**config.mk**
```make
export PLATFORM = sky130hd
export DESIGN_NAME = sht_cell
export DESIGN_NICKNAME = d
export VERILOG_FILES = /design/src/rtl/sht_pkg.sv /design/src/rtl/sht_cell.sv
export SDC_FILE = /design/constraint.sdc
export NUM_CORES = 1
export LEC_CHECK = 0
export ABC_CLOCK_PERIOD_IN_PS = 31800
export BUFFER_PORTS_ARGS = -buffer_cell sky130_fd_sc_hd__buf_2
export CELL_PAD_IN_SITES_DETAIL_PLACEMENT = 1
export CELL_PAD_IN_SITES_GLOBAL_PLACEMENT = 1
export CORE_AREA = 2 2 490 492
export CTS_BUF_LIST = sky130_fd_sc_hd__clkbuf_2 sky130_fd_sc_hd__clkbuf_4 sky130_fd_sc_hd__clkbuf_8
export DETAILED_ROUTE_END_ITERATION = 7
export DIE_AREA = 0 0 492 494
export GPL_ROUTABILITY_DRIVEN = 1
export PLACE_DENSITY_LB_ADDON = 0.05
export SYNTH_ARGS = -nofsm -noshare
export SYNTH_HDL_FRONTEND = slang
export SYNTH_SLANG_ARGS = --single-unit
export TNS_END_PERCENT = 30
```
**constraint.sdc**
```tcl
create_clock -name clk_i -period 31.8 [get_ports clk_i]
set_clock_uncertainty 0.15 [all_clocks]
set_input_delay 3.18 -clock clk_i [delete_from_list [all_inputs] [get_ports clk_i]]
set_output_delay 3.18 -clock clk_i [all_outputs]
set_load 0.005 [all_outputs]
```
**src/rtl/sht_pkg.sv**
```systemverilog
package sht_pkg;

  // Table geometry.
  localparam int CAPACITY = 64;
  localparam int KEY_W    = 31;
  localparam int WORD_W   = 32;
  localparam int IDX_W    = $clog2(CAPACITY);
  localparam int CNT_W    = $clog2(CAPACITY + 1);

  localparam logic [KEY_W-1:0] KEY_MAX = {KEY_W{1'b1}};

  // Operation codes.
  localparam logic [1:0] OP_CREATE = 2'd0;
  localparam logic [1:0] OP_LOOKUP = 2'd1;
  localparam logic [1:0] OP_REMOVE = 2'd2;

  // Status codes.
  localparam logic [1:0] STAT_OK        = 2'd0;
  localparam logic [1:0] STAT_NOT_FOUND = 2'd1;
  localparam logic [1:0] STAT_FULL      = 2'd2;

  // Input beat.
  typedef struct packed {
    logic [1:0]        op;
    logic [KEY_W-1:0]  key;
    logic [WORD_W-1:0] pos_x;
    logic [WORD_W-1:0] pos_y;
    logic [WORD_W-1:0] pos_z;
    logic [WORD_W-1:0] scl_x;
    logic [WORD_W-1:0] scl_y;
    logic [WORD_W-1:0] scl_z;
    logic [WORD_W-1:0] rot_word;
  } sht_in_t;

  // Result beat.
  typedef struct packed {
    logic [1:0]        status;
    logic [KEY_W-1:0]  out_key;
    logic [WORD_W-1:0] out_pos_x;
    logic [WORD_W-1:0] out_pos_y;
    logic [WORD_W-1:0] out_pos_z;
    logic [WORD_W-1:0] out_scl_x;
    logic [WORD_W-1:0] out_scl_y;
    logic [WORD_W-1:0] out_scl_z;
    logic [WORD_W-1:0] out_rot;
  } sht_out_t;

  // Seven-word payload held by each cell.
  typedef struct packed {
    logic [WORD_W-1:0] pos_x;
    logic [WORD_W-1:0] pos_y;
    logic [WORD_W-1:0] pos_z;
    logic [WORD_W-1:0] scl_x;
    logic [WORD_W-1:0] scl_y;
    logic [WORD_W-1:0] scl_z;
    logic [WORD_W-1:0] rot;
  } sht_pay_t;

  // One stored entry.
  typedef struct packed {
    logic [KEY_W-1:0] key;
    sht_pay_t         pay;
  } sht_entry_t;

  // Readout word that travels down the chain towards cell zero.
  typedef struct packed {
    logic     hit;
    sht_pay_t pay;
  } sht_rd_t;

  // Command broadcast to every cell.
  typedef enum logic [2:0] {
    CMD_IDLE,
    CMD_MATCH,
    CMD_SHIFT,
    CMD_REMOVE,
    CMD_WRITE
  } sht_cmd_e;

  typedef struct packed {
    sht_cmd_e         cmd;
    logic [KEY_W-1:0] key;
    sht_entry_t       wr_entry;
  } sht_cell_ctrl_t;

endpackage

```
**src/rtl/sht_cell.sv**
```systemverilog
module sht_cell (
  input  logic                    clk_i,
  input  logic                    rst_ni,
  input  sht_pkg::sht_cell_ctrl_t ctrl_i,
  input  logic                    valid_i,
  input  logic                    wr_sel_i,
  input  sht_pkg::sht_entry_t     nbr_entry_i,
  input  sht_pkg::sht_rd_t        nbr_rd_i,
  output sht_pkg::sht_entry_t     entry_o,
  output sht_pkg::sht_rd_t        rd_o
);
  import sht_pkg::*;

  sht_entry_t entry_q;
  sht_rd_t    rd_q;
  logic       ge_q;
  logic       hit;
  logic       ge;

  // Local compare against the broadcast key; invalid cells never match.
  assign hit = valid_i && (entry_q.key == ctrl_i.key);
  assign ge  = valid_i && (entry_q.key >= ctrl_i.key);

  // Stored entry: written on create, taken from the upper neighbour on removal.
  always_ff @(posedge clk_i) begin
    unique case (ctrl_i.cmd)
      CMD_WRITE: begin
        if (wr_sel_i) begin
          entry_q <= ctrl_i.wr_entry;
        end
      end
      CMD_REMOVE: begin
        if (ge_q) begin
          entry_q <= nbr_entry_i;
        end
      end
      default: begin
      end
    endcase
  end

  // Readout chain: a hit is loaded locally, then ORed down towards cell zero.
  always_ff @(posedge clk_i or negedge rst_ni) begin
    if (!rst_ni) begin
      rd_q <= '0;
      ge_q <= 1'b0;
    end else begin
      unique case (ctrl_i.cmd)
        CMD_MATCH: begin
          rd_q.hit <= hit;
          rd_q.pay <= hit ? entry_q.pay : '0;
          ge_q     <= ge;
        end
        CMD_SHIFT: begin
          rd_q <= rd_q | nbr_rd_i;
        end
        default: begin
        end
      endcase
    end
  end

  assign entry_o = entry_q;
  assign rd_o    = rd_q;

endmodule

```
==> metrics, run 1 <==
status=complete, no violations; area post-placement=between 0.03 and 0.04 mm^2; # DRC=0; fin cells=6740; CTS H-tree depth=3; clock root cell=clkbuf_8; Port Buf Inserts=~1300; Worst Hold Class=register to register; number of global-route vias before repair=23700; sequential element share of the synthesized area=roughly 64%; Async SR Flop Fraction=47.0%; Critical Path Sink Type=register; global-route wire length before repair=~220000 um; Worst-Skew Late Latency=0.88 ns; synth cell count leaders=996 x nand2_1, 255 x edfxtp_1, 237 x a21oi_1; Slew headroom=34.6%; setup TNS=0 ns; CP top delay family=simple AND/OR/NAND/NOR gates; LEAKAGE=15.2 nW; Vias/cell=3.22; Setup crit start kind=input port; hold_buf cts=0; routed wire length=169000 um; post-synth net total=2977; Final Critical Period=about 6.7 ns; Ys Warns=0; Initial Util=8.70%; DRT iter0 DRCs=695; row count=179; final slew viol count=0; placed insts=6487; GRT overflow=0; Setup-failing EPs final=0; post-CTS setup buffers=0; critical path data arrival time=between 7 and 8 ns; CP max-delay cell=buf_4; final instance area=around 0.033 mm^2; CTS resizes=0; DR WL/cell=25.0 um; CP Cell Sequence=buf_2 > inv_1 > ha_1 > nand4_1 > nor4_1 > nand4_1 > nor2_4 > buf_4 > buf_4 > nand2_1 > o21ai_1; Worst Path Max Fanout=55; Max Clk Rate=about 150 MHz; Antenna Violating Nets Remaining=0; CP Class=input port to register; cells after synthesis=2173; CTS clk-pin slew, worst paths=0.06 ns; DP HPWL=approximately 130000 um; FF-to-FF path depth=9; WHS Path Cells=2; ys flop type=edfxtp_1; Die X=492 um; total core area=0.237 mm^2; vias=21700; EDFF count, synth=255; CTS tree=yes; top area cells in the synthesized netlist=edfxtp_1 37%, dfrtp_1 27%, nand2_1 18%, a21oi_1 5.7%, o21ai_0 2.8%; total of max-cap violations=0; Total Power=1.87 mW; fin crit share=about a fifth; Final Hold Slack=0.259 ns; Mapped Area=0.0206 mm^2; Levels on crit path=11; gpl congestion=0.799; Die Ht=494 um; die area=between 0.2 and 0.25 mm^2; area grow syn2layout=61.2%; Final Hold Fails=0; Final #Nets=4242; final design utilization=14.0%; WP data required=roughly 32 ns; worst vdd ir=0.0347 mV; TritonCTS Buffers=about 120; fin worst setup slack=between 20 and 30 ns; IO Count=1253; Synth Register Bits=about 480; Synth top area share=37.1%; share of cells above drive strength 1=42.4%; largest net degree at the start of global routing=120; syn_area_per_cell=9.50 um^2; post-synth cell types=29; Clock Path Buffers=3; drt pass-1 iters=5; most common cell in the netlist=nand2_1; Place WS=about 24 ns; CP bufs+invs=4; Tot GR Track Use=a little over an eighth; CTS Sinks=a little under 500; Worst Tran Pin Value=0.980 ns; area leader, netlist=edfxtp_1; unrepaired setup endpoints after global routing=false; max incr delay on CP=0.75 ns; power density cells=56.1 mW/mm^2; initial antenna violation count=180
registers in the layout, indices dropped and copies added, names as in the netlist:
| name | flops |
|---|---|
| ge_q | 1 |
| rd_o | 225 |
| entry_o | 255 |
report_power, final:
group / switching [mW] / internal, mW
Clock: 0.364 / 0.474
Sequential: 0.0385 / 0.720
Combinational: 0.164 / 0.107
worst paths after layout:
path,from,to,slack (ns)
max,ctrl_i[268],rd_o[97],25.10
min,entry_o[155],rd_o[155],0.26
max reg2reg,entry_o[238],rd_o[97],27.03
min reg2reg,entry_o[155],rd_o[155],0.26
max in group asynchronous,rst_ni,rd_o[46],27.42
min in group asynchronous,rst_ni,rd_o[116],2.12
routing by layer:
| layer | vias to the layer above | part of all wire, % | global-route usage [%] |
|---|---|---|---|
| met5 | - | 0.52 | 0 |
| met4 | 132 | 2.2 | 2.55 |
| met3 | 413 | 11 | 6.82 |
| met2 | 1055 | 49 | 23.5 |
| met1 | 10200 | 37 | 14.3 |
| li1 | 9866 | - | - |
placed cells by master (no fill, tap or decap), types with 2 or more instances in the layout:
master    instances
buf_2          1251
nand2_1         996
edfxtp_1        255
a21oi_1         237
dfrtp_1         226
clkbuf_8        134
o21ai_0         115
o21ai_1         111
clkbuf_4         71
diode_2          34
inv_1            32
ha_1             31
buf_4            20
nand4_1           8
nand3_1           6
nor2_1            6
clkinv_2          6
buf_12            6
a211oi_1          3
nand3b_1          2
nor3b_2           2
a21o_1            2
inv_12            2
clkinv_8          2
cell type report:
type,count,area (um^2)
diodes,34,85.1
clock buffers,205,2380
clock inverters,14,145
fillers,28300,204000
inverters,32,120
multi-input cells,1529,6730
flip-flops and latches,481,13300
well taps,3167,3960
repair buffers,1278,6550
worst reg2reg max path, cell delays in order, from the launching register on:
cell and delay, ns:
edfxtp_1 0.47, ha_1 0.33, nand4_1 0.16, nor4_1 0.56
nand4_1 0.29, nor2_4 0.68, buf_4 0.75, buf_4 0.88
nand2_1 0.25, o21ai_1 0.10
cell families (layout without fill, tap and decap cells):
group	after synthesis	count (layout)	synth area share, %
AO/OA/AOI/OAI	474	474	11.6
AND/OR/NAND/NOR	1024	1024	18.9
flip-flops	481	481	64.5
buffers and inverters	163	1529	3.10
other	0	34	0
adder cells (fa/ha/maj)	31	31	1.88
(Power assumes the default switching activity.)
==> run 2: changes to the inputs <==
--- a/config.mk
+++ b/config.mk
@@ -5,7 +5,7 @@
 export SDC_FILE = /design/constraint.sdc
 export NUM_CORES = 1
 export LEC_CHECK = 0
-export ABC_CLOCK_PERIOD_IN_PS = 31800
+export ABC_CLOCK_PERIOD_IN_PS = 6900
 export BUFFER_PORTS_ARGS = -buffer_cell sky130_fd_sc_hd__buf_2
 export CELL_PAD_IN_SITES_DETAIL_PLACEMENT = 1
 export CELL_PAD_IN_SITES_GLOBAL_PLACEMENT = 1
==> constraint.sdc (replaced) <==
create_clock -name clk_i -period 6.9 [get_ports clk_i]
set_clock_uncertainty 0.15 [all_clocks]
set_input_delay 0.69 -clock clk_i [delete_from_list [all_inputs] [get_ports clk_i]]
set_output_delay 0.69 -clock clk_i [all_outputs]
set_load 0.005 [all_outputs]
==> metrics, run 2 (synthesis results as in run 1) <==
Port Buf Inserts=1252 (unchanged); power density cells=224 mW/mm^2 (was 56.1 mW/mm^2); Worst Tran Pin Value=1.09 ns (was 0.980 ns); multi-input logic area=0.00675 mm^2 (was 0.00673 mm^2); setup TNS=0 ns (unchanged); largest net degree at the start of global routing=121 (was 120); Worst-Skew Late Latency=0.89 ns (was 0.88 ns); Total Power=9.11 mW (was 1.87 mW); routed wire length=171000 um (was 169000 um); Place WS=2.95 ns (was 23.94 ns); # fillers=28100 (was 28300); area grow syn2layout=97.1% (was 61.2%); fin cells=7478 (was 6740); Tot GR Track Use=13.6% (was 13.4%); post-CTS setup buffers=0 (unchanged); number of global-route vias before repair=26800 (was 23700); die area=0.243 mm^2 (unchanged); worst vdd ir=0.142 mV (was 0.0347 mV); DP HPWL=130000 um (was 131000 um); CTS resizes=0 (unchanged); CTS H-tree depth=3 (unchanged); CTS clk-pin slew, worst paths=0.05 ns (was 0.06 ns); Final Critical Period=about 3.5 ns; initial antenna violation count=107 (was 180); unrepaired setup endpoints after global routing=false (unchanged); final slew viol count=0 (unchanged); CP top delay family=simple AND/OR/NAND/NOR gates (unchanged); Die X=492 um (unchanged); LEAKAGE=18.3 nW (was 15.2 nW); CP max-delay cell=nor2_4 (was buf_4); WP data required=7.49 ns (was 32.38 ns); flop-to-flop setup slack=3.41 ns (was 27.03 ns); Final Hold Fails=0 (unchanged); share of cells above drive strength 1=35.4% (was 42.4%); TritonCTS Buffers=120 (was 116); DR WL/cell=22.8 um (was 25.0 um); Die Ht=494 um (unchanged); Antenna Violating Nets Remaining=0 (unchanged); register cell area after layout=0.0133 mm^2 (unchanged); CP Cell Sequence=ha_1 > nand4_1 > nor4_1 > nand4_1 > nor2_4 > buf_12 > buf_12 > nand2_1 > o21ai_0 (was buf_2 > inv_1 > ha_1 > nand4_1 > nor4_1 > nand4_1 > nor2_4 > buf_4 > buf_4 > nand2_1 > o21ai_1); placed insts=6491 (was 6487); status=complete, no violations (unchanged); CTS Sinks=481 (unchanged); GRT overflow=0 (unchanged); total of max-cap violations=0 (unchanged); CP Class=register to register (was input port to register); CP bufs+invs=2 (was 4); hold_buf cts=720 (was 0); clock root cell=clkbuf_8 (unchanged); gpl congestion=0.746 (was 0.799); Vias/cell=3.22 (about the same); Setup crit start kind=register (was input port); # DRC=0 (unchanged); vias=24100 (was 21700); Initial Util=8.70% (unchanged); row count=179 (unchanged); global-route wire length before repair=230000 um (was 222000 um); Final #Nets=4970 (was 4242); DRT iter0 DRCs=948 (was 695); commonest non-fill, non-tap cell in the layout=buf_2 (unchanged); fin crit share=50.6%; Worst Path Max Fanout=36 (was 55); max reg flops=255 (unchanged); Worst Hold Class=input port to register (was register to register); IO Count=1253 (unchanged); highest-count cells in the layout ignoring fill and taps=1251 x buf_2, 995 x nand2_1, 720 x dlygate4sd3_1 (was 1251 x buf_2, 996 x nand2_1, 255 x edfxtp_1); total core area=0.237 mm^2 (unchanged); Slew headroom=27.3% (was 34.6%); Clock Path Buffers=3 (unchanged); fin worst setup slack=3.41 ns (was 25.10 ns); Critical Path Sink Type=register (unchanged); Max Clk Rate=287 MHz; max incr delay on CP=0.73 ns (was 0.75 ns); Setup-failing EPs final=0 (unchanged); drt pass-1 iters=5 (unchanged); CTS tree=yes (unchanged); critical path data arrival time=4.08 ns (was 7.28 ns)
run 2: cell count changes in the layout (fill, tap and decap cells not counted):
cell and change:
inv_8 +1, clkinv_1 +4, inv_16 +1, inv_12 +1, dlygate4sd3_1 +720, nand2_8 +1, nand2_1 -1, inv_6 -1
clkinv_8 -2, clkbuf_4 +3, buf_12 +7, diode_2 +5, clkbuf_8 +2, buf_4 -3
run 2: worst register-to-register path: cells and delay by family (launching register included):
family                     cells  cell delay, ns
AOI/OAI and AO/OA              1            0.09
DFF                            1            0.44
adders and majority gates      1            0.33
and+or+nand+nor                5            1.70
buffers and inverters          2            0.64
run 2: final cells by class:
type                            count  share of cell area [%]
Antenna cell                       39                   0.240
Timing Repair Buffer             2002                    34.1
Inverter                           32                   0.295
Clock inverter                     18                   0.409
Tap cell                         3167                    9.74
Multi-Input combinational cell   1529                    16.6
Sequential cell                   481                    32.7
Clock buffer                      210                    5.96
run 2: path summary, 6_finish.rpt:
path | startpoint | to | cells past startpoint
max | entry_o[238] | rd_o[31] | 9
min | nbr_entry_i[251] | entry_o[251] | 3
max reg2reg | entry_o[238] | rd_o[31] | 9
min reg2reg | entry_o[95] | rd_o[95] | 2
max in group asynchronous | rst_ni | rd_o[98] | 3
min in group asynchronous | rst_ni | rd_o[55] | 2
run 2: power by group:
group	internal, mW	leakage, nW	switching [mW]
clock network	2.24	1.40	1.73
logic	0.805	11.7	0.847
registers	3.32	5.20	0.168
total	6.36	18.3	2.75
run 2: per-stage QoR:
step	cell area, um^2	util [%]	hold WS (ns)
2_1_floorplan	20700	-	0.244
3_3_place_gp	30800	13.0	0.322
3_5_place_dp	30800	13.0	0.318
4_1_cts	40600	17.1	0.000520
5_1_grt	40700	17.1	-0.00520
6_report	40700	17.1	0.122
run 2: per-layer routing:
layer  global-route usage, %  vias up  routed length, um
li1                        -    11300                  -
met1                    14.7    11400              65400
met2                    23.7      987              83700
met3                    5.87      330              15400
met4                    4.45       86               5750
met5                       0        -                517
