## config.mk

```make
export PLATFORM = sky130hd
export DESIGN_NAME = sht_ctrl
export DESIGN_NICKNAME = d
export VERILOG_FILES = /design/src/rtl/sht_pkg.sv /design/src/rtl/sht_ctrl.sv
export SDC_FILE = /design/constraint.sdc
export NUM_CORES = 1
export LEC_CHECK = 0
export ABC_AREA = 0
export BUFFER_PORTS_ARGS = -buffer_cell sky130_fd_sc_hd__clkbuf_2
export CAP_MARGIN = 20
export CORE_AREA = 2 2 405 407
export CTS_CLUSTER_SIZE = 30
export DETAILED_ROUTE_END_ITERATION = 10
export DIE_AREA = 0 0 407 409
export PLACE_DENSITY_LB_ADDON = 0.2
export SYNTH_ARGS = -nofsm -noshare
export SYNTH_HDL_FRONTEND = slang
export SYNTH_SLANG_ARGS = --single-unit
```

## constraint.sdc

```tcl
create_clock -name clk_i -period 16.5 [get_ports clk_i]
set_input_delay 0.825 -clock clk_i [delete_from_list [all_inputs] [get_ports clk_i]]
set_output_delay 0.825 -clock clk_i [all_outputs]
set_load 0.02 [all_outputs]
```

## src/rtl/sht_pkg.sv

```systemverilog
package sht_pkg;

  // Table geometry.
  localparam int CAPACITY = 64;
  localparam int KEY_W    = 31;
  localparam int WORD_W   = 32;
  localparam int IDX_W    = $clog2(CAPACITY);
  localparam int CNT_W    = $clog2(CAPACITY + 1);

  localparam logic [KEY_W-1:0] KEY_MAX = {KEY_W{1'b1}};

  // Operation codes.
  localparam logic [1:0] OP_CREATE = 2'd0;
  localparam logic [1:0] OP_LOOKUP = 2'd1;
  localparam logic [1:0] OP_REMOVE = 2'd2;

  // Status codes.
  localparam logic [1:0] STAT_OK        = 2'd0;
  localparam logic [1:0] STAT_NOT_FOUND = 2'd1;
  localparam logic [1:0] STAT_FULL      = 2'd2;

  // Input beat.
  typedef struct packed {
    logic [1:0]        op;
    logic [KEY_W-1:0]  key;
    logic [WORD_W-1:0] pos_x;
    logic [WORD_W-1:0] pos_y;
    logic [WORD_W-1:0] pos_z;
    logic [WORD_W-1:0] scl_x;
    logic [WORD_W-1:0] scl_y;
    logic [WORD_W-1:0] scl_z;
    logic [WORD_W-1:0] rot_word;
  } sht_in_t;

  // Result beat.
  typedef struct packed {
    logic [1:0]        status;
    logic [KEY_W-1:0]  out_key;
    logic [WORD_W-1:0] out_pos_x;
    logic [WORD_W-1:0] out_pos_y;
    logic [WORD_W-1:0] out_pos_z;
    logic [WORD_W-1:0] out_scl_x;
    logic [WORD_W-1:0] out_scl_y;
    logic [WORD_W-1:0] out_scl_z;
    logic [WORD_W-1:0] out_rot;
  } sht_out_t;

  // Seven-word payload held by each cell.
  typedef struct packed {
    logic [WORD_W-1:0] pos_x;
    logic [WORD_W-1:0] pos_y;
    logic [WORD_W-1:0] pos_z;
    logic [WORD_W-1:0] scl_x;
    logic [WORD_W-1:0] scl_y;
    logic [WORD_W-1:0] scl_z;
    logic [WORD_W-1:0] rot;
  } sht_pay_t;

  // One stored entry.
  typedef struct packed {
    logic [KEY_W-1:0] key;
    sht_pay_t         pay;
  } sht_entry_t;

  // Readout word that travels down the chain towards cell zero.
  typedef struct packed {
    logic     hit;
    sht_pay_t pay;
  } sht_rd_t;

  // Command broadcast to every cell.
  typedef enum logic [2:0] {
    CMD_IDLE,
    CMD_MATCH,
    CMD_SHIFT,
    CMD_REMOVE,
    CMD_WRITE
  } sht_cmd_e;

  typedef struct packed {
    sht_cmd_e         cmd;
    logic [KEY_W-1:0] key;
    sht_entry_t       wr_entry;
  } sht_cell_ctrl_t;

endpackage

```

## src/rtl/sht_ctrl.sv

```systemverilog
module sht_ctrl (
  input  logic                          clk_i,
  input  logic                          rst_ni,
  input  logic                          in_valid_i,
  output logic                          in_ready_o,
  input  sht_pkg::sht_in_t              in_data_i,
  output logic                          out_valid_o,
  input  logic                          out_ready_i,
  output sht_pkg::sht_out_t             out_data_o,
  input  sht_pkg::sht_rd_t              head_rd_i,
  output sht_pkg::sht_cell_ctrl_t       cell_ctrl_o,
  output logic [sht_pkg::CNT_W-1:0]     count_o
);
  import sht_pkg::*;

  typedef enum logic [1:0] {
    ST_IDLE,
    ST_MATCH,
    ST_SCAN,
    ST_DONE
  } state_e;

  state_e           state_q;
  logic [1:0]       op_q;
  logic [KEY_W-1:0] key_q;
  sht_pay_t         pay_q;
  logic [CNT_W-1:0] cnt_q;
  logic [KEY_W-1:0] next_key_q;
  logic             exh_q;
  logic [IDX_W-1:0] scan_q;
  logic             out_valid_q;
  sht_out_t         out_q;

  logic     out_free;
  logic     full;
  sht_out_t resp;

  assign out_free   = !out_valid_q || out_ready_i;
  assign full       = exh_q || (cnt_q == CNT_W'(CAPACITY));
  assign in_ready_o = (state_q == ST_IDLE);

  // Command of the beat being served, captured at acceptance.
  always_ff @(posedge clk_i) begin
    if (in_valid_i && in_ready_o) begin
      op_q        <= in_data_i.op;
      key_q       <= in_data_i.key;
      pay_q.pos_x <= in_data_i.pos_x;
      pay_q.pos_y <= in_data_i.pos_y;
      pay_q.pos_z <= in_data_i.pos_z;
      pay_q.scl_x <= in_data_i.scl_x;
      pay_q.scl_y <= in_data_i.scl_y;
      pay_q.scl_z <= in_data_i.scl_z;
      pay_q.rot   <= in_data_i.rot_word;
    end
  end

  // Result of the current operation, formed once the chain has settled.
  always_comb begin
    resp         = '0;
    resp.out_key = key_q;
    resp.status  = STAT_NOT_FOUND;
    unique case (op_q)
      OP_CREATE: begin
        if (full) begin
          resp.status  = STAT_FULL;
          resp.out_key = '0;
        end else begin
          resp.status  = STAT_OK;
          resp.out_key = next_key_q;
        end
      end
      OP_LOOKUP: begin
        if (head_rd_i.hit) begin
          resp.status    = STAT_OK;
          resp.out_pos_x = head_rd_i.pay.pos_x;
          resp.out_pos_y = head_rd_i.pay.pos_y;
          resp.out_pos_z = head_rd_i.pay.pos_z;
          resp.out_scl_x = head_rd_i.pay.scl_x;
          resp.out_scl_y = head_rd_i.pay.scl_y;
          resp.out_scl_z = head_rd_i.pay.scl_z;
          resp.out_rot   = head_rd_i.pay.rot;
        end
      end
      OP_REMOVE: begin
        if (head_rd_i.hit) begin
          resp.status = STAT_OK;
        end
      end
      default: begin
      end
    endcase
  end

  // Commands to the cells, decoded from the current state.
  always_comb begin
    cell_ctrl_o              = '0;
    cell_ctrl_o.cmd          = CMD_IDLE;
    cell_ctrl_o.key          = key_q;
    cell_ctrl_o.wr_entry.key = next_key_q;
    cell_ctrl_o.wr_entry.pay = pay_q;
    unique case (state_q)
      ST_IDLE: begin
      end
      ST_MATCH: begin
        cell_ctrl_o.cmd = CMD_MATCH;
      end
      ST_SCAN: begin
        if (scan_q != '0) begin
          cell_ctrl_o.cmd = CMD_SHIFT;
        end
      end
      ST_DONE: begin
        if (out_free) begin
          if (op_q == OP_CREATE && !full) begin
            cell_ctrl_o.cmd = CMD_WRITE;
          end else if (op_q == OP_REMOVE && head_rd_i.hit) begin
            cell_ctrl_o.cmd = CMD_REMOVE;
          end
        end
      end
    endcase
  end

  // Sequencer, table bookkeeping and the output register.
  always_ff @(posedge clk_i or negedge rst_ni) begin
    if (!rst_ni) begin
      state_q     <= ST_IDLE;
      cnt_q       <= '0;
      next_key_q  <= '0;
      exh_q       <= 1'b0;
      scan_q      <= '0;
      out_valid_q <= 1'b0;
      out_q       <= '0;
    end else begin
      if (out_valid_q && out_ready_i && state_q != ST_DONE) begin
        out_valid_q <= 1'b0;
      end
      unique case (state_q)
        ST_IDLE: begin
          if (in_valid_i) begin
            if (in_data_i.op == OP_LOOKUP || in_data_i.op == OP_REMOVE) begin
              state_q <= ST_MATCH;
            end else begin
              state_q <= ST_DONE;
            end
          end
        end
        ST_MATCH: begin
          scan_q  <= (cnt_q == '0) ? '0 : IDX_W'(cnt_q - 1'b1);
          state_q <= ST_SCAN;
        end
        ST_SCAN: begin
          if (scan_q == '0) begin
            state_q <= ST_DONE;
          end else begin
            scan_q <= scan_q - 1'b1;
          end
        end
        ST_DONE: begin
          if (out_free) begin
            out_valid_q <= 1'b1;
            out_q       <= resp;
            state_q     <= ST_IDLE;
            if (op_q == OP_CREATE && !full) begin
              cnt_q <= cnt_q + 1'b1;
              if (next_key_q == KEY_MAX) begin
                exh_q <= 1'b1;
              end else begin
                next_key_q <= next_key_q + 1'b1;
              end
            end else if (op_q == OP_REMOVE && head_rd_i.hit) begin
              cnt_q <= cnt_q - 1'b1;
            end
          end
        end
      endcase
    end
  end

  assign out_valid_o = out_valid_q;
  assign out_data_o  = out_q;
  assign count_o     = cnt_q;

  // The fill count never passes the capacity.
  assert property (@(posedge clk_i) disable iff (!rst_ni) cnt_q <= CNT_W'(CAPACITY))
    else $error("entry count above capacity");

  // The chain is only scanned for lookups and removals.
  assert property (@(posedge clk_i) disable iff (!rst_ni)
    (state_q == ST_SCAN) |-> (op_q == OP_LOOKUP || op_q == OP_REMOVE))
    else $error("scan for an operation that needs none");

  // The fill count only moves when a result is issued.
  assert property (@(posedge clk_i) disable iff (!rst_ni)
    (cnt_q != $past(cnt_q)) |-> ($past(state_q) == ST_DONE && out_valid_q))
    else $error("entry count changed outside result issue");

  // An exhausted key space leaves the counter at the last key.
  assert property (@(posedge clk_i) disable iff (!rst_ni) exh_q |-> (next_key_q == KEY_MAX))
    else $error("key counter moved after exhaustion");

  // A removal that shifts the chain reports success.
  assert property (@(posedge clk_i) disable iff (!rst_ni)
    (cell_ctrl_o.cmd == CMD_REMOVE) |=> (out_valid_q && out_q.status == STAT_OK))
    else $error("removal without a successful result");

endmodule

```

==> results of run 1 <==
==> placed cells by master (no fill, tap or decap), types with 4 or more instances in the layout <==
master and count:
clkbuf_2 1039, nand2_1 476, dfrtp_1 305, edfxtp_1 257
nand3_1 241, nor2_1 90, clkbuf_16 77, a221oi_1 32
xor2_1 24, clkbuf_1 24, nor3_1 20, buf_4 18
a21oi_1 14, inv_1 13, xnor2_1 13, ha_1 13
o21ai_0 12, nand4_1 10, clkbuf_8 10, clkinv_1 8
nor4_1 6, clkinv_2 6, bufinv_16 6, diode_2 5
and3_1 4, nor3b_1 4
==> final cells by class <==
class                   count  share of cell area, %
well taps                2175                  8.786
diodes                      5                0.04040
clock buffers             111                  6.956
clock inverters            31                  1.341
multi-input cells        1005                  15.75
repair buffers           1060                  17.40
flip-flops and latches    562                  49.56
inverters                  14                 0.1697
==> logic make-up after synthesis <==
| family | Yosys count |
|---|---|
| flops | 562 |
| xor+xnor | 37 |
| fa+ha+maj | 13 |
| compound gates | 76 |
| buf+inv | 110 |
| mux | 4 |
| simple gates | 875 |
==> per-layer routing <==
metal  vias up  GRT usage (%)
li1       7879              -
met1      8264          12.42
met2       733          21.38
met3       181          5.943
met4        28          4.866
met5         -              0
==> sequential cells by signal, summed over array words and instances, names as in the netlist <==
signal	flops
cell_ctrl_o	224
count_o	7
exh_q	1
key_q	31
next_key_q	31
op_q	2
out_data_o	257
out_valid_o	1
scan_q	6
state_q	2
==> through the flow <==
step                worst slack [ps]  hold WS [ps]
floorplan                       9110         467.2
global placement               12380         450.0
detailed placement             12410         454.7
CTS                            12150         121.4
global route                   12120         136.5
finish                         12450         132.0
==> worst min-delay path by stage <==
stage | slack (ps) | cells after the start | end | startpoint
floorplan | 470 | 1 | exh_q | exh_q
global placement | 450 | 2 | out_data_o[192] | out_data_o[192]
detailed placement | 450 | 2 | out_data_o[123] | out_data_o[123]
CTS | 120 | 1 | out_data_o[142] | rst_ni
global route | 140 | 1 | out_data_o[67] | rst_ni
finish | 130 | 1 | out_data_o[142] | rst_ni
==> worst reg2reg max path, delay by kind of cell (launching register included) <==
kind | cells | cell delay, ps
DFF | 1 | 400
and+or+nand+nor | 1 | 680
adders and majority gates | 1 | 340
buffers and inverters | 3 | 1810
==> power breakdown <==
part | total [uW] | leakage [uW] | internal (uW) | switching [uW]
Clock | 1710 | 0.00124 | 1010 | 702
Sequential | 2020 | 0.00645 | 1830 | 188
Combinational | 1590 | 0.00725 | 406 | 1190
Total | 5320 | 0.0150 | 3240 | 2080
==> run metrics, run 1 <==
outcome finished, final reports clean; CP Class flip-flop to output port; Worst Skew 63.20 ps; clk_lat worst skew 700 ps; VDD IR-drop max 83.67 uV; pin count of the biggest net entering global routing 157; first-pass GRT wire length about 140,000 um; DP HPWL 82,380 um; relative slew slack between 20% and 30%; post-CTS sizing 0; Placed Cells 4,816; Post-Route M1 WL 36,830 um; core area 162,000 sq um; Pre-antenna DRT Iters 5; Hold Buf Count CTS 0; die area 166,500 sq um; Syn Area/Cell 12.30 sq um; xor/xnor share of the synthesized area about 1.6%; register bit total from synthesis 562; Post-CTS Setup Repair Bufs 0; die width 407 um; design area just over 30,000 sq um; Final Core Density 19.12%; fillers 18,098; synthesized net count 2,176; CP peak stage delay 550 ps; antenna violations before repair 35; CP required 15,670 ps; adder and majority gate portion of the synthesized area 0.7884%; final worst-path cycle share 24.52%; total negative slack 0 ps; Crit. End Element output port; Die H 409 um; peak fanout along the critical path 8; mux cell area share after synthesis 0.2123%; Routed Antenna Nets 0; Crit-path slowest cell nor2_1; share of cells above drive strength 1 ~43%; critical path arrival 3220 ps; Async S/R FF share, synth 54.27%; ranking of synthesized cells by area edfxtp_1, dfrtp_1, nand2_1, nand3_1, nor2_1; most instantiated cells after synthesis nand2_1, dfrtp_1, edfxtp_1, nand3_1, nor2_1; worst min path class input pin to async pin; Setup crit end cell_ctrl_o[288]; top-count cell post-synth nand2_1; Pleak ~0.015 uW; RR Endpoint key_q[24]; Fmax 0.2472 GHz; Non-Filler Instances slightly below 5,000; main combinational cell family by area after synthesis simple AND/OR/NAND/NOR gates; Syn-to-layout area delta 50.13%; WP depth 7; Reg2Reg Depth 5; Synth Area in Compound Gates under 10%; GP Congestion roughly 0.80; RSZ-0062 raised after global routing no; grt total ovfl 0; clock-pin slew on the worst setup and hold paths 60 ps; Seq/Total Area, Yosys between 70% and 80%; final slew viol count 0; vias roughly 17,000; WL/cell 21.34 um; Top Layer Used met5; Final Power about 5300 uW; # Max-Cap Violations 0; r2r startpoint state_q[0]; DR iter-0 viols 906; Buf/Inv on CP 2; critical path startpoint category flip-flop; Storage cell area 15,350 sq um; EDFF count, synth 257; FP Rows roughly 150; post-synthesis cell count roughly 1,700; Num CTS Buffers 77; Synth top area share 37.41%; I/O Pins roughly 1,000; flop2flop setup slack 12,820 ps; dpl cell area between 20,000 and 30,000 sq um; vias in the first global route 17,343; Root Driver clkbuf_16; Top delay family on crit path simple AND/OR/NAND/NOR gates; Starting Density 12.73%; Pwr Density 171.8 nW/um^2; Via density between 3 and 4; setup violators final 0; Routed WL 105,900 um; simple-gate share of the synthesized area 18.33%; global router's overall resource usage between 10% and 20%; Mapped Area between 20,000 and 25,000 sq um; area of the multi-input gates approximately 5000 sq um; CTS max path bufs 3; CTS tree yes; Tmin final between 4000 and 5000 ps; cell taking the most area after synthesis edfxtp_1; DRC 0; Port Buffers 1,040; cell chain of the critical path inv_1 -> ha_1 -> nand3b_1 -> o21a_2 -> nand2_1 -> nor2_1 -> clkbuf_2; Final Hold Fails 0; post-synth cell types 50; CP startpoint count_o[0]; routed wl met2 53,340 um; synth warn 0; Top FF cell, synth dfrtp_1; WL met3 11,400 um; worst slew pin tran 1067 ps; clock sink count 562; Nets 3,219; H-Tree Level Count 3
Power figures use the tool's default switching activity.
==> run 2, diff against run 1 <==
- CORE_AREA: 2 2 405 407 -> 2 2 409 411
- DIE_AREA: 0 0 407 409 -> 0 0 411 413
- clock period: 16.5 -> 3.7 ns (I/O delays scaled with it)
==> run metrics, run 2 (synthesis results as in run 1) <==
outcome finished, final reports clean; cell chain of the critical path inv_1 -> ha_1 -> nand3b_1 -> o21a_2 -> nor3_1 -> nand2_1 -> o21ai_0 -> clkbuf_2; most common cell after layout, fill and taps aside clkbuf_2; vias in the first global route 19,706; Via density 3.443; clock-pin slew on the worst setup and hold paths around 60 ps; # Max-Cap Violations 0; H-Tree Level Count 3; critical path arrival 2970 ps; CP Class flip-flop to output port; first-pass GRT wire length roughly 150,000 um; Buf/Inv on CP 2; die area 169,700 sq um; I/O Pins around 1,000; Nets 3,710; Tmin final 3154 ps; Pre-antenna DRT Iters 5; max reg flops 257; Pleak 0.01706 uW; die width 411 um; Fmax 0.3171 GHz; Routed WL roughly 110,000 um; antenna violations before repair 35; Crit-path slowest cell dfrtp_1; Top delay family on crit path simple AND/OR/NAND/NOR gates; Starting Density 12.44%; WL/cell 19.89 um; Routed Antenna Nets 0; clock sink count around 560; CTS max path bufs 3; VDD IR-drop max 395.3 uV; Num CTS Buffers 75; setup violators final 0; Final Power 24,250 uW; FP Rows 150; vias 18,877; grt total ovfl 0; DP HPWL 83,530 um; Die H about 410 um; hold path start out_ready_i; Pwr Density 672.2 nW/um^2; worst slew pin tran 1030 ps; critical path startpoint category flip-flop; CP startpoint count_o[0]; global router's overall resource usage 12.30%; peak fanout along the critical path 7; Worst Skew approximately 31 ps; CTS tree yes; Port Buffers 1,040; final worst-path cycle share approximately 85%; Root Driver clkbuf_16; CP required 3510 ps; core area ~170,000 sq um; Crit. End Element output port; CP peak stage delay 450 ps; most frequent cells in the layout clkbuf_2, dlygate4sd3_1, nand2_1, dfrtp_1, edfxtp_1; pin count of the biggest net entering global routing 139; r2r startpoint count_o[0]; DRC 0; total negative slack 0 ps; Final Hold Fails 0; share of cells above drive strength 1 36.61%; RSZ-0062 raised after global routing no; GP Congestion 0.7737; clk_lat worst skew 670 ps; DR iter-0 viols 992; relative slew slack 31.35%; final slew viol count 0; worst min path class input pin to flip-flop; Syn-to-layout area delta 74.87%
## run 2: layout make-up
class	count	area, sq um
inverters	14	52.55
fillers	18211	129800
well taps	2204	2758
clock buffers	102	2090
repair buffers	1553	10480
diodes	7	17.52
clock inverters	36	460.4
multi-input cells	1005	4873
flip-flops and latches	562	15350
## run 2: final timing paths
check | cells after the start | slack, ps | end
max | 8 | 550 | cell_ctrl_o[286]
min in group asynchronous | 2 | 110 | out_data_o[245]
min reg2reg | 2 | 460 | out_data_o[195]
max in group asynchronous | 3 | 2610 | out_data_o[109]
max reg2reg | 8 | 1100 | next_key_q[15]
min | 3 | 40 | out_valid_o
## run 2: metal layers
layer,GRT usage (%),wire [um],up-vias
met5,0,81,-
met2,21.83,55420,750
met4,3.897,3454,12
met1,13.19,40380,9075
met3,5.089,9704,171
li1,-,-,8869
## run 2: worst reg2reg max path: stages (launching register included)
cell and delay (ps):
dfrtp_1 460, inv_1 120, ha_1 300, nand3b_1 150, o21a_2 150, buf_4 420
nand3_1 350, nor4_1 390, xor2_1 180
## run 2: stage by stage
stage	area (sq um)	utilization [%]	hold slack, ps	setup slack (ps)	instances
global placement	28670	17.28	276.6	1073	4854
floorplan	20630	-	-110.6	519.0	1677
detailed placement	28670	17.28	281.6	1079	4854
global route	36080	21.74	46.90	272.0	5482
finish	36080	21.75	44.91	546.2	5483
CTS	36060	21.74	11.09	366.0	5476
## run 2: report_power, final
group / internal [uW] / switching [uW]
registers: 8130 / 846
clock network: 4490 / 3090
logic: 2250 / 5440
## run 2: repair_timing
item	4_1_cts	5_1_grt
endpoints found under the hold margin	558	0
hold buffers	484	0
buffers inserted	0	0
resized for setup	0	0
endpoints found under the setup margin	0	0
